### src/design/sapl_pkg.sv
// shared types and constants for the sorted address predecessor lookup
package sapl_pkg;

    localparam int FIELD_BITS  = 32;
    localparam int INDEX_BITS  = 10;
    localparam logic [FIELD_BITS-1:0] LOW32_MASK = 32'hffff_ffff;

    // transaction function codes
    typedef enum logic [1:0] {
        FUNC_APPEND = 2'd0,
        FUNC_LOOKUP = 2'd1,
        FUNC_CLEAR  = 2'd2
    } func_t;

    // result status codes
    typedef enum logic [1:0] {
        STAT_DONE      = 2'd0,
        STAT_FOUND     = 2'd1,
        STAT_NOT_FOUND = 2'd2,
        STAT_FULL      = 2'd3
    } status_t;

    // control sequencer states
    typedef enum logic [1:0] {
        ST_IDLE,
        ST_PROBE,
        ST_FETCH,
        ST_RESULT
    } state_t;

    // sequencer to search unit
    typedef struct packed {
        logic start;
        logic step;
    } search_ctl_t;

    // search unit to sequencer
    typedef struct packed {
        logic more;
        logic lo_zero;
    } search_sts_t;

endpackage

### src/design/sapl_search.sv
// binary search bounds unit: keeps lo/hi/mid and picks the next probe address
module sapl_search #(
    parameter int TABLE_DEPTH = 1024,
    localparam int CW = $clog2(TABLE_DEPTH + 1),
    localparam int IW = $clog2(TABLE_DEPTH)
) (
    input  logic                         clk,
    input  logic                         rst_n,
    input  sapl_pkg::search_ctl_t        ctl,
    input  logic [CW-1:0]                total,
    input  logic [sapl_pkg::FIELD_BITS-1:0] key,
    input  logic [sapl_pkg::FIELD_BITS-1:0] rd_data,
    output sapl_pkg::search_sts_t        sts,
    output logic [IW-1:0]                rd_addr,
    output logic [IW-1:0]                hit_index
);
    import sapl_pkg::*;

    logic [CW-1:0] lo_reg, lo_next;
    logic [CW-1:0] hi_reg, hi_next;
    logic [IW-1:0] mid_reg;
    logic [CW-1:0] mid_next;
    logic [CW-1:0] span;
    logic [CW-1:0] lo_prev_next;
    logic [CW-1:0] lo_prev_reg;
    logic          go_right;

    // probed entry at or below the key moves the lower bound past it
    assign go_right = (rd_data <= key);

    // next bounds
    always_comb
    begin
        lo_next = lo_reg;
        hi_next = hi_reg;
        if (ctl.start)
        begin
            lo_next = '0;
            hi_next = total;
        end
        else if (ctl.step)
        begin
            if (go_right)
            begin
                lo_next = CW'(mid_reg) + CW'(1);
            end
            else
            begin
                hi_next = CW'(mid_reg);
            end
        end
    end

    // next midpoint and read address
    assign span         = hi_next - lo_next;
    assign mid_next     = lo_next + (span >> 1);
    assign lo_prev_next = lo_next - CW'(1);
    assign sts.more     = (lo_next < hi_next);
    assign sts.lo_zero  = (lo_next == '0);
    assign rd_addr      = sts.more ? mid_next[IW-1:0] : lo_prev_next[IW-1:0];

    // bound registers
    always_ff @(posedge clk or negedge rst_n)
    begin
        if (!rst_n)
        begin
            lo_reg      <= '0;
            hi_reg      <= '0;
            mid_reg     <= '0;
            lo_prev_reg <= '0;
        end
        else if (ctl.start || ctl.step)
        begin
            lo_reg      <= lo_next;
            hi_reg      <= hi_next;
            mid_reg     <= mid_next[IW-1:0];
            lo_prev_reg <= lo_prev_next;
        end
    end

    // last entry at or below the key once the search has closed
    assign hit_index = lo_prev_reg[IW-1:0];

endmodule

### config.mk
export PLATFORM = sky130hd
export DESIGN_NAME = sapl_search
export DESIGN_NICKNAME = d
export VERILOG_FILES = /design/src/design/sapl_pkg.sv /design/src/design/sapl_search.sv
export SDC_FILE = /design/constraint.sdc
export NUM_CORES = 1
export LEC_CHECK = 0
export ABC_AREA = 1
export BUFFER_PORTS_ARGS = -buffer_cell sky130_fd_sc_hd__buf_2
export CAP_MARGIN = 20
export CORE_ASPECT_RATIO = 0.6
export CORE_MARGIN = 2
export CORE_UTILIZATION = 40
export DETAILED_ROUTE_END_ITERATION = 8
export PLACE_DENSITY = 0.63
export SYNTH_ARGS = -nofsm -noshare
export SYNTH_HDL_FRONTEND = slang
export SYNTH_SLANG_ARGS = --single-unit
### constraint.sdc
create_clock -name clk -period 4.5 [get_ports clk]
set_input_delay 0.45 -clock clk [delete_from_list [all_inputs] [get_ports clk]]
set_output_delay 0.45 -clock clk [all_outputs]
set_load 0.1 [all_outputs]
==> results of run 1 <==
## layout make-up
cell class	count	area share
Clock buffer	5	0.01739
Timing Repair Buffer	207	0.2296
Clock inverter	3	0.005565
Inverter	108	0.05913
Tap cell	135	0.02348
Multi-Input combinational cell	432	0.5188
Sequential cell	42	0.1461
## layer usage
metal  track usage  routed length (um)  vias to the layer above  share of wire
li1              -                   -                     2296              -
met1        0.3767                6927                     2263           0.45
met2        0.4006                6772                      172           0.44
met3       0.06044                1378                       29          0.090
met4       0.03504                 235                        0          0.015
met5             0                   0                        -              0
## worst paths after layout
kind	slack, ns	startpoint	end
setup / recovery	-0.38	key[11]	rd_addr[9]
hold / removal	0.32	rst_n	hi_reg[10]
setup reg to reg	0.75	mid_reg[1]	mid_reg[8]
hold reg to reg	0.48	lo_prev_reg[7]	lo_prev_reg[7]
max in group asynchronous	3.58	rst_n	hi_reg[8]
min in group clk	0.39	total[4]	hi_reg[4]
## cells in the final DEF, fill, tap and decap left out, types with 3 or more instances in the layout
cell type / instances
o21ai_0: 12
inv_1: 69
xor2_4: 5
nand2_4: 15
nand2_1: 119
buf_4: 98
nor2_2: 5
o21ai_4: 3
nor3_2: 5
nand3_4: 5
nor3_1: 4
nand3_2: 14
nand3_1: 24
ha_1: 16
o21ai_1: 12
a21oi_2: 10
nor2_4: 5
a21oi_1: 12
nor2_1: 21
inv_2: 33
o21ai_2: 8
buf_6: 28
buf_2: 68
inv_4: 5
dfrtp_1: 42
o211ai_1: 7
xor2_1: 16
clkbuf_16: 5
nand2_2: 40
ha_4: 35
buf_12: 13
## repair_timing
item,CTS,global route
gates resized for setup,112,97
buffers inserted,25,14
cloned,0,0
setup endpoints to repair,9,15
pin swaps,59,63
## where the power goes
group	total [mW]	internal (mW)	switching, mW
logic	3.38	1.30	2.08
registers	0.566	0.484	0.0819
clock network	0.405	0.260	0.146
total	4.35	2.04	2.30
## through the flow
stage	TNS, ns	hold WS, ns	worst slack, ns	util	power, mW
after floorplan	-1.918	0.1544	-0.4940	-	2.308
after global routing	-4.108	0.4093	-0.6854	0.7180	4.566
final	-2.219	0.3151	-0.3761	0.7180	4.348
after CTS	-1.834	0.3508	-0.2823	0.6721	4.045
after global placement	-2.576	0.4634	-0.4684	0.5780	3.329
after detailed placement	-3.869	0.4614	-0.5725	0.5780	3.371
## cells by family (layout without fill, tap and decap cells)
family,after synthesis,after routing
fa+ha+maj,53,53
compound gates,80,80
buf+inv,119,323
simple gates,275,275
xor+xnor,24,24
flops,42,42
==> impl_metrics.csv, run 1 <==
group,metric,value,unit
status,status,"complete, but fails checks",
status,violations,"negative setup slack",
pwr,vdd_ir_drop_max,0.5852,mV
logic_synthesis,postSynthAreaPerCell,7.056,sq um
setup_path,endpoint_kind,"output port",
floorplanning,dieArea,11320,sq um
setup_path,critPathTopFamily,"simple AND/OR/NAND/NOR gates",
pwr,powerDensity,604.4,nW/um^2
timing,fin_worst_skew,0.005112,ns
floorplanning,die_w,136.0,um
floorplanning,core_area,10020,sq um
cts,tritoncts,"built",
logic_synthesis,synthArstFlopShare,1.000,
drt,via_per_inst,5.107,
logic_synthesis,netlist_top_cells_area,"dfrtp_1, ha_1, nand2_1",
grt,grt_max_degree,43,
cts,clk_pin_slew,0.06,ns
place,port_buffers,100,
final_layout,stdcell_area,7194,sq um
timing,hold_viol,0,
place,detailed_place_hpwl,11300,um
cts,holdBufCountCts,0,
setup_path,worst-path-buf-inv,7,
logic_synthesis,ys_seq_area_frac,0.2512,
final_layout,fin_cells,932,
setup_path,cp_max_fo,6,
logic_synthesis,synth_top_family_by_area,"simple AND/OR/NAND/NOR gates",
cts,cts_buffers,5,
logic_synthesis,synthMuxAreaShare,0,
floorplanning,die_h,83.22,um
drt,drc,0,
flow_run,drv_cap,0,
setup_path,cp.required,4.05,ns
logic_synthesis,yosys_register_bits,42,
logic_synthesis,yosysTopAreaCell,"dfrtp_1",
grt,grt_overflow,0,
setup_path,crit_type,"in -> out",
logic_synthesis,synth-main-ff-cell,"dfrtp_1",
setup_path,r2r_cells,24,
final_layout,multiInputGateArea,3732,sq um
pwr,leakage,3.646,nW
setup_path,slowest_stage,"fa_2",
timing,tightest_slew,0.9494,ns
logic_synthesis,ys_top_cells_by_count,"nand2_1, inv_1, ha_1, dfrtp_1, nand3_1",
drt,dr.pass1.iters,5,
place,gp_congestion,0.9248,
logic_synthesis,synth_cell_types,45,
logic_synthesis,synth-edff-count,0,
drt,routed_wl,15310,um
drt,drtAntennaViolNets,0,
logic_synthesis,synth_fa_ha_area_frac,0.1621,
grt,grt_usage,0.2598,
logic_synthesis,syn-cell-area,4184,sq um
floorplanning,num_rows,28,
logic_synthesis,yosysTopAreaCellShare,0.2512,
timing,slew_headroom,0.3671,
logic_synthesis,yosysMostFrequentCell,"nand2_1",
cts,ctsLongestPathBuffers,2,
place,place_inst,899,
drt,wire_per_inst,16.43,um
logic_synthesis,synthSimpleGateAreaFrac,0.3116,
cts,root_buffer,"clkbuf_16",
logic_synthesis,synth_xor_xnor_area_share,0.05024,
final_layout,seqCellArea,1051,sq um
floorplanning,io_pins,101,
drt,vias,4760,
timing,rsz0062_at_grt,"yes",
timing,period_share,1.084,
timing,finalSetupViolCount,9,
grt,antenna_found_initial,0,
logic_synthesis,yosys_warnings,0,
timing,drv_slew,0,
setup_path,critPathLaunchType,"input pin",
timing,timing.final.ws_setup,-0.3761,ns
timing,fmax,205.1,MHz
cts,clk_latency,0.28,ns
grt,first_global_vias,4761,
grt,grt_pass1_wl,23250,um
floorplanning,start_util,0.4176,
final_layout,antenna_cells,0,
place,place_area,5792,sq um
final_layout,area_growth,71.95,%
logic_synthesis,synthCells,593,
worst_hold_path,min_path_type,"in -> async",
setup_path,path_depth,33,
cts,clock-sinks,42,
timing,finalCriticalPeriod,4.876,ns
final_layout,drive_above_1_share,0.5332,
final_layout,fill_cells,725,
setup_path,cp.arrival,4.43,ns
setup_path,slowest_delay,0.41,ns
logic_synthesis,synth_compound_area_frac,0.1130,
logic_synthesis,syn_nets,725,
drt,drt_iter0_drc,385,
setup_path,crit_top_cell,"nand2_2",
cts,ctsHtreeMaxLevel,2,
final_layout,nets,928,
Note: power is estimated with default switching activity, not from simulation.
==> inputs of run 2 (changes only) <==
- PLACE_DENSITY: 0.63 -> 0.61
- clock period: 4.5 -> 4.55 ns (I/O delays scaled with it)
==> impl_metrics.csv, run 2 (synthesized netlist as in run 1, its figures left out) <==
group,metric,value,unit
status,status,"complete, but fails checks",
status,violations,"negative setup slack",
pwr,vdd_ir_drop_max,0.5397,mV
final_layout,layout_common_cells,"nand2_1, buf_4, inv_1",
grt,grt_use_met3,0.08059,
cts,cts_buffers,5,
pwr,power.share.sequential,0.140,
setup_path,critPathLaunchType,"input pin",
drt,drt_iter0_drc,310,
final_layout,antenna_cells,0,
timing,rsz0062_at_grt,"yes",
place,dp_slack,-0.6152,ns
timing,fin_worst_skew,0.005005,ns
floorplanning,num_rows,28,
drt,dr.pass1.iters,5,
drt,routed_wl,14580,um
place,place_area,5660,sq um
place,port_buffers,100,
timing,tightest_slew,0.9607,ns
final_layout,final_common_cell,"nand2_1",
place,gp_congestion,0.8966,
grt,antenna_found_initial,0,
grt,first_global_vias,4755,
final_layout,fill_cells,878,
cts,holdBufCountCts,0,
setup_path,startpoint,"key[21]",
setup_path,endpoint_kind,"output port",
final_layout,fin_cells,927,
timing,whs,0.3165,ns
drt,vias,4685,
final_layout,postLayoutCoreUtil,0.6671,
cts,tritoncts,"built",
timing,timing.final.ws_setup,-0.3902,ns
setup_path,cp_max_fo,6,
floorplanning,dieArea,11320,sq um
grt,grt_usage,0.2616,
place,place_inst,893,
floorplanning,die_w,136.0,um
final_layout,area_growth,59.75,%
floorplanning,start_util,0.4176,
pwr,clkPwrFrac,0.084,
setup_path,timing.rr.end,"mid_reg[8]",
setup_path,cp.required,4.09,ns
timing,finalSetupViolCount,8,
floorplanning,die_h,83.22,um
pwr,switching_share,0.5382,
floorplanning,io_pins,101,
timing,hold_viol,0,
worst_hold_path,min_path_type,"in -> async",
final_layout,drive_above_1_share,0.4583,
place,detailed_place_hpwl,11030,um
cts,ctsLongestPathBuffers,2,
final_layout,nets,924,
timing,tns,-2.319,ns
grt,grt_overflow,0,
setup_path,rrSetupSlack,0.91,ns
grt,grt_max_degree,43,
setup_path,critPathTopFamily,"simple AND/OR/NAND/NOR gates",
timing,drv_slew,0,
drt,drc,0,
pwr,powerDensity,599.3,nW/um^2
setup_path,slowest_delay,0.36,ns
cts,clk_latency,0.28,ns
timing,period_share,1.086,
cts,root_buffer,"clkbuf_16",
floorplanning,core_area,10020,sq um
pwr,power.total,4.006,mW
grt,busiest_layer,"met1",
cts,clk_pin_slew,0.06,ns
setup_path,cp.arrival,4.49,ns
setup_path,rr_startpoint,"mid_reg[0]",
setup_path,slowest_stage,"fa_2",
drt,wire_per_inst,15.72,um
setup_path,crit_top_cell,"nand2_2",
timing,fmax,202.4,MHz
timing,finalCriticalPeriod,4.940,ns
pwr,internal_power,1.850,mW
setup_path,r2r_cells,24,
pwr,leakage,3.577,nW
flow_run,drv_cap,0,
grt,met2_usage,0.3778,
setup_path,crit_type,"in -> out",
drt,via_per_inst,5.054,
cts,ctsHtreeMaxLevel,2,
grt,use_met1,0.3827,
grt,grt_pass1_wl,23470,um
final_layout,stdcell_area,6684,sq um
setup_path,worst-path-buf-inv,7,
cts,clock-sinks,42,
pwr,power_switching,2.156,mW
timing,slew_headroom,0.3596,
pwr,power_frac_comb,0.776,
drt,drtAntennaViolNets,0,
==> run 2: what timing repair did <==
item,in CTS,in global routing
gates cloned,0,0
pin swaps,43,39
endpoints found under the setup margin,9,14
setup buffers,17,14
resized for setup,90,52
==> run 2: area by class of cell <==
class                      count  area (sq um)  share of cell area
tap                          135         168.9             0.02527
clock buffer                   7         132.6             0.01984
multi-input combinational    432          3354              0.5019
sequential                    42          1051              0.1572
inverter                     108         417.9             0.06252
timing repair buffer         203          1559              0.2332
==> run 2: power by group through the flow <==
stage / clock [mW] / sequential [mW] / combinational, mW
after CTS: 0.340 / 0.558 / 2.91
after global routing: 0.353 / 0.574 / 3.31
final: 0.335 / 0.562 / 3.11
after detailed placement: 0 / 0.561 / 2.73
after global placement: 0 / 0.558 / 2.70
after floorplan: 0 / 0.774 / 1.50
==> run 2: worst register-to-register path, delay by kind of cell (launching register included) <==
family                   cells  cell delay [ns]
AND/OR/NAND/NOR             12             1.08
AO/OA/AOI/OAI                1             0.18
adder cells (fa/ha/maj)      3             0.89
buffers and inverters        6             0.67
flip-flops                   1             0.44
XOR/XNOR                     2             0.27
==> run 2: worst max path at each step <==
stage	slack (ns)	endpoint	cells past startpoint
global route	-0.69	rd_addr[9]	35
global placement	-0.44	rd_addr[9]	34
floorplan	-0.51	rd_addr[3]	25
detailed placement	-0.62	rd_addr[9]	33
finish	-0.39	rd_addr[8]	32
CTS	-0.37	rd_addr[9]	32
==> run 2: routing by layer <==
| layer | part of all wire | routed length [um] |
|---|---|---|
| met5 | 0 | 0 |
| met4 | 0.0081 | 118 |
| met3 | 0.081 | 1180 |
| met2 | 0.42 | 6143 |
| met1 | 0.49 | 7133 |
